[src/sv/assert_macros.svh]
// Assertion helpers shared by the filter modules.
// Each macro expects signals named clock and reset in the enclosing module.
`ifndef ASSERT_MACROS_SVH
`define ASSERT_MACROS_SVH

// Check a property on every rising edge outside reset.
`define TDPF_ASSERT(label, prop, msg) \
   label: assert property (@(posedge clock) disable iff (reset) prop) else $error(msg);

// Check that a condition implies another in the same cycle.
`define TDPF_ASSERT_IMPLY(label, cond, expr, msg) \
   label: assert property (@(posedge clock) disable iff (reset) (cond) |-> (expr)) \
      else $error(msg);

`endif

[src/sv/tdpf_pkg.sv]
package tdpf_pkg;

   // Width of candidates and stored primes
   localparam int VALUE_W = 32;

   // Seed primes held in the table after reset
   localparam int SEED_COUNT = 4;
   localparam int SEED_IDX_W = 2;
   localparam logic [VALUE_W-1:0] SEED_PRIMES [SEED_COUNT] = '{
      32'd2, 32'd3, 32'd5, 32'd7
   };

   // Largest seed prime, the starting point of the rising sequence
   localparam logic [VALUE_W-1:0] RESET_LAST = 32'd7;

   // Sequencer states
   typedef enum logic [2:0] {
      ST_IDLE,
      ST_CHECK,
      ST_FETCH,
      ST_START,
      ST_DIVIDE,
      ST_DONE
   } state_type;

   // Status from the remainder unit
   typedef struct packed {
      logic done;
      logic rem_zero;
   } div_status_type;

endpackage

[src/sv/tdpf_rem_unit.sv]
`include "assert_macros.svh"

module tdpf_rem_unit
   import tdpf_pkg::*;
(
   input  logic               clock,
   input  logic               reset,
   input  logic               start,
   input  logic [VALUE_W-1:0] dividend,
   input  logic [VALUE_W-1:0] divisor,
   output div_status_type     status
);

   localparam int STEP_W = $clog2(VALUE_W);
   localparam logic [STEP_W-1:0] LAST_STEP = STEP_W'(VALUE_W - 1);

   logic               busy_ff, busy_in;
   logic               done_ff, done_in;
   logic [STEP_W-1:0]  step_ff, step_in;
   logic [VALUE_W-1:0] rem_ff, rem_in;
   logic [VALUE_W-1:0] dvd_ff, dvd_in;
   logic [VALUE_W-1:0] dsr_ff, dsr_in;
   logic [VALUE_W:0]   shifted;
   logic [VALUE_W:0]   diff;

   // Restoring step: bring in one dividend bit, subtract when it fits
   always_comb begin
      shifted = {rem_ff, dvd_ff[VALUE_W-1]};
      diff    = shifted - {1'b0, dsr_ff};
   end

   always_comb begin
      busy_in = busy_ff;
      done_in = 1'b0;
      step_in = step_ff;
      rem_in  = rem_ff;
      dvd_in  = dvd_ff;
      dsr_in  = dsr_ff;
      if (start) begin
         busy_in = 1'b1;
         step_in = '0;
         rem_in  = '0;
         dvd_in  = dividend;
         dsr_in  = divisor;
      end else if (busy_ff) begin
         dvd_in  = {dvd_ff[VALUE_W-2:0], 1'b0};
         rem_in  = diff[VALUE_W] ? shifted[VALUE_W-1:0] : diff[VALUE_W-1:0];
         step_in = step_ff + 1'b1;
         if (step_ff == LAST_STEP) begin
            busy_in = 1'b0;
            done_in = 1'b1;
         end
      end
   end

   always_ff @(posedge clock) begin
      if (reset) begin
         busy_ff <= 1'b0;
         done_ff <= 1'b0;
      end else begin
         busy_ff <= busy_in;
         done_ff <= done_in;
      end
      step_ff <= step_in;
      rem_ff  <= rem_in;
      dvd_ff  <= dvd_in;
      dsr_ff  <= dsr_in;
   end

   assign status.done     = done_ff;
   assign status.rem_zero = (rem_ff == '0);

   `TDPF_ASSERT_IMPLY(a_start_idle, start, !busy_ff, "remainder unit restarted while busy")
   `TDPF_ASSERT(a_done_after_busy, done_ff |-> $past(busy_ff), "done without a running division")
   `TDPF_ASSERT_IMPLY(a_done_not_busy, done_ff, !busy_ff, "done while still dividing")

endmodule

[config.mk]
export PLATFORM = sky130hd
export DESIGN_NAME = tdpf_rem_unit
export DESIGN_NICKNAME = d
export VERILOG_FILES = /design/src/sv/tdpf_pkg.sv /design/src/sv/tdpf_rem_unit.sv
export VERILOG_INCLUDE_DIRS = /design/src /design/src/sv
export SDC_FILE = /design/constraint.sdc
export NUM_CORES = 1
export LEC_CHECK = 0
export BUFFER_PORTS_ARGS = -buffer_cell sky130_fd_sc_hd__buf_2
export CAP_MARGIN = 10
export CORE_MARGIN = 8
export CORE_UTILIZATION = 55
export CTS_BUF_LIST = sky130_fd_sc_hd__clkbuf_8
export DETAILED_ROUTE_END_ITERATION = 7
export PLACE_DENSITY = 0.8
export SYNTH_ARGS = -nofsm -noshare
export SYNTH_HDL_FRONTEND = slang
export SYNTH_SLANG_ARGS = --single-unit
export TNS_END_PERCENT = 100
[constraint.sdc]
create_clock -name clock -period 3.2 [get_ports clock]
set_input_delay 0.32 -clock clock [delete_from_list [all_inputs] [get_ports clock]]
set_output_delay 0.32 -clock clock [all_outputs]
set_load 0.01 [all_outputs]
==> flow_results.org <==
** Flow run
- Max-cap violations in this run came to 0.

** Global routing
- Global-route wire length before repair :: 22090 microns
- Global routing used 18.35% of the available tracks across all layers.
- GRT Residual Overflow :: 0
- The number of antenna violations at the first check in global routing is 0.
- Number of global-route vias before repair :: 4654
- Entering global routing, the biggest net connects 66 pins.

** STA
- Minimum clock period :: 3072 ps
- Based on the critical path, the design can be clocked at up to 325.5 MHz.
- Of the available clock period, the critical path in the final layout requires between 90% and 100%.
- Worst Max-Slew Pin Slew :: 750.0 ps
- Setup violations remaining at the end of the flow were counted as 0.
- Between clock sinks in the finished design, the worst skew comes to approximately 11 ps.
- The final number of hold-violating endpoints came to 0.
- Remaining max-slew budget at the tightest pin :: approximately 50%
- Final Max Tran Viols :: 0

** Synth
- Number of different library cells in the post-synthesis netlist :: 63
- Nets in the synthesized netlist :: about 710
- Of all flip-flops after synthesis, the portion carrying an async set or reset was 0%.
- Summed over all instances, the cell type with the most area after synthesis is sky130_fd_sc_hd__edfxtp_1.
- Top cells by area, synth :: sky130_fd_sc_hd__edfxtp_1, sky130_fd_sc_hd__dfxtp_1, sky130_fd_sc_hd__ha_1
- Commonest cells in the netlist :: sky130_fd_sc_hd__edfxtp_1, sky130_fd_sc_hd__nor2_1, sky130_fd_sc_hd__inv_1
- Among all cell types in the netlist, the one instantiated most often is sky130_fd_sc_hd__edfxtp_1.
- For this run, the register share of the synthesized area comes to 43.81%.
- The cell count after synthesis came out at between 600 and 700.
- Count of yosys warnings during synthesis :: 0
- A synthesized cell averages ~10 sq um.
- Top_reg_cell synth :: sky130_fd_sc_hd__edfxtp_1
- Counting flops with a built-in enable in the synthesized netlist gives 64.
- Post-synthesis cell area :: 0.006168 sq mm
- Of the post-synthesis cell area, the dominant cell type holds 31.16%.
- Synth Register Bits :: around 100

** Critical path
- Setup Crit Path Kind :: reg -> reg
- Cell with the largest stage delay on the worst path :: sky130_fd_sc_hd__or4b_1
- The signal on the critical path passes through inv_1, ha_2, fa_2, nand2b_4, a21o_1, a211o_1, a31oi_4, a221oi_4, o31a_1, or4b_1, a211o_1, o311ai_1.
- Kind of end point of the critical path :: flip-flop
- Sum of buffers and inverters on the critical path :: 1
- Data arrival time of the critical path :: 3370 ps
- In this design, the critical path's most frequently occurring cell is sky130_fd_sc_hd__a211o_1.
- At the worst endpoint, the required time is between 3000 and 4000 ps.
- STA classifies the critical path startpoint as a flip-flop.
- On the worst path, the slowest cell contributes a delay of 470 ps.
- Maximum fanout along the worst path :: 3
- Critical path's top delay family :: compound AO/OA/AOI/OAI gates

** Detailed routing
- Final wirelength :: about 14000 microns
- In the final routed layout, each cell accounts on average for roughly 17 microns.
- Pre-Repair DR Iteration Count :: 5
- Via-per-instance ratio :: between 5 and 6
- The detail route stage leaves a number of antenna-violating nets equal to 0.
- The detailed router finished its first iteration with 372 violations.
- Remaining design rule violation count :: 0
- Detailed routing inserted a total of 4775 vias.

** CTS
- Total number of clock tree sinks :: a little over 100
- Root buffer cell :: sky130_fd_sc_hd__clkbuf_8
- Total CTS buffers :: 9
- Insertion delay to the later sink of the worst-skew pair :: 390 ps
- Clock tree from TritonCTS :: built
- The clock passes through at most 2 buffers.
- CTS hold repair buffers :: 0
- Clock-pin slew of the registers on the worst-case setup and hold paths :: 100 ps
- # H-tree levels :: 3

** Power and ir drop
- For this design the static power due to leakage is between 2 and 3 nW.
- IR analysis of the VDD net gives a maximum drop of 0.3737 mV.
- Dividing total power by cell area gives a power density of between 400 and 500 mW/mm^2.
- Total power for the finished layout comes to 3.414 mW.

** Finish
- The repair_antennas step left the layout with diodes totalling 0.
- Relative to the synthesized area, the layout overhead comes to 12.21%.
- The post-route netlist has 21.96% of its cells at a drive strength greater than 1.
- Summing all non-filler instances in the final layout gives an area of 0.006922 sq mm.
- Layout Nets :: 780

** Outcome
- The flow ran to the end, and the final reports show no timing, DRC or antenna violations.

** Floorplan
- The die is 121.9 microns wide.
- Starting Density :: 56.65%
- Pin placement for this block handled 69 I/O pins.
- Core region area :: 0.01089 sq mm
- Number of rows created at floorplan :: 38
- The die covers 0.01486 sq mm.
- Die Y-Extent :: 121.9 microns

** Placed design
- Detailed placement finished with a half-perimeter wire length of around 9700 microns.
- Port buffering added just under 70 buffers.
- Placed cell areas :: about 0.0066 sq mm
- Routability-driven placement congestion ratio :: 0.9334

** Hold path
- Tightest Hold Check Type :: in -> reg
==> metal layers <==
metal	global-route usage, %	up-vias	share of wire (%)
met3	6.941	21	6.7
met5	0	-	0
met2	29.69	139	47
met1	22.12	2229	45
met4	5.860	0	2.0
li1	-	2386	-
==> placed cells by master, fill, tap and decap left out, types with 12 or more instances in the layout <==
| cell | instances |
|---|---|
| sky130_fd_sc_hd__buf_2 | 67 |
| sky130_fd_sc_hd__o21ai_1 | 15 |
| sky130_fd_sc_hd__nor4_1 | 12 |
| sky130_fd_sc_hd__o21ai_0 | 12 |
| sky130_fd_sc_hd__mux2_2 | 32 |
| sky130_fd_sc_hd__dfxtp_1 | 38 |
| sky130_fd_sc_hd__a21o_1 | 14 |
| sky130_fd_sc_hd__nor2_1 | 54 |
| sky130_fd_sc_hd__inv_1 | 43 |
| sky130_fd_sc_hd__edfxtp_1 | 64 |
| sky130_fd_sc_hd__xnor2_1 | 14 |
| sky130_fd_sc_hd__ha_1 | 33 |
| sky130_fd_sc_hd__xor2_1 | 13 |
| sky130_fd_sc_hd__a21oi_1 | 36 |
| sky130_fd_sc_hd__mux2i_1 | 24 |
| sky130_fd_sc_hd__a211oi_1 | 24 |
| sky130_fd_sc_hd__buf_4 | 20 |
| sky130_fd_sc_hd__nand2_1 | 31 |
==> per-stage QoR <==
step                util, %  worst slack (ps)  TNS [ps]  hold slack, ps  instances
global route          63.57            -27.06    -59.37           63.37        823
global placement      61.02             58.47         0           479.7        802
detailed placement    61.02             13.31         0           494.9        802
finish                63.57             127.9         0           90.90        823
CTS                   62.82             24.65         0           64.56        819
floorplan                 -             122.9         0           392.4        606
==> where the power goes <==
| group | internal [mW] | leakage [nW] | switching (mW) |
|---|---|---|---|
| clock network | 0.292 | 0.0871 | 0.476 |
| logic | 0.476 | 1.81 | 0.547 |
| registers | 1.54 | 0.956 | 0.0826 |
==> sequential cells by signal (all words and copies together) (netlist names) <==
register / cells
busy_ff: 1
dvd_ff: 32
dsr_ff: 32
done_ff: 1
rem_ff: 32
step_ff: 5
==> area by class of cell <==
type | instances | area [sq um]
Timing Repair Buffer | 90 | 550.5
Multi-Input combinational cell | 431 | 3152
Clock buffer | 9 | 123.9
Tap cell | 140 | 175.2
Fill cell | 866 | 3966
Clock inverter | 7 | 55.05
Sequential cell | 103 | 2704
Inverter | 43 | 161.4
==> final timing paths <==
| path | slack [ps] | cells past startpoint | from | end |
|---|---|---|---|---|
| setup / recovery | 130 | 12 | dvd_ff[31]$_DFFE_PP_ | rem_ff[31]$_SDFFE_PP0P_ |
| hold / removal | 90 | 2 | reset | busy_ff$_SDFF_PP0_ |
| setup reg to reg | 130 | 12 | dvd_ff[31]$_DFFE_PP_ | rem_ff[31]$_SDFFE_PP0P_ |
| hold reg to reg | 520 | 2 | rem_ff[29]$_SDFFE_PP0P_ | rem_ff[29]$_SDFFE_PP0P_ |
==> cells by family after synthesis <==
group           share of synthesized area [%]
simple gates                            13.39
compound gates                          15.96
flops                                   43.81
buf+inv                                 5.801
mux                                     9.980
fa+ha+maj                               7.221
xor+xnor                                3.834
==> timing repair <==
| action | 4_1_cts | 5_1_grt |
|---|---|---|
| pin swaps | 4 | 3 |
| setup buffers | 1 | 3 |
| setup endpoints to repair | 1 | 31 |
| gates resized for setup | 2 | 6 |
| gates cloned | 0 | 1 |
(Power assumes the default switching activity.)
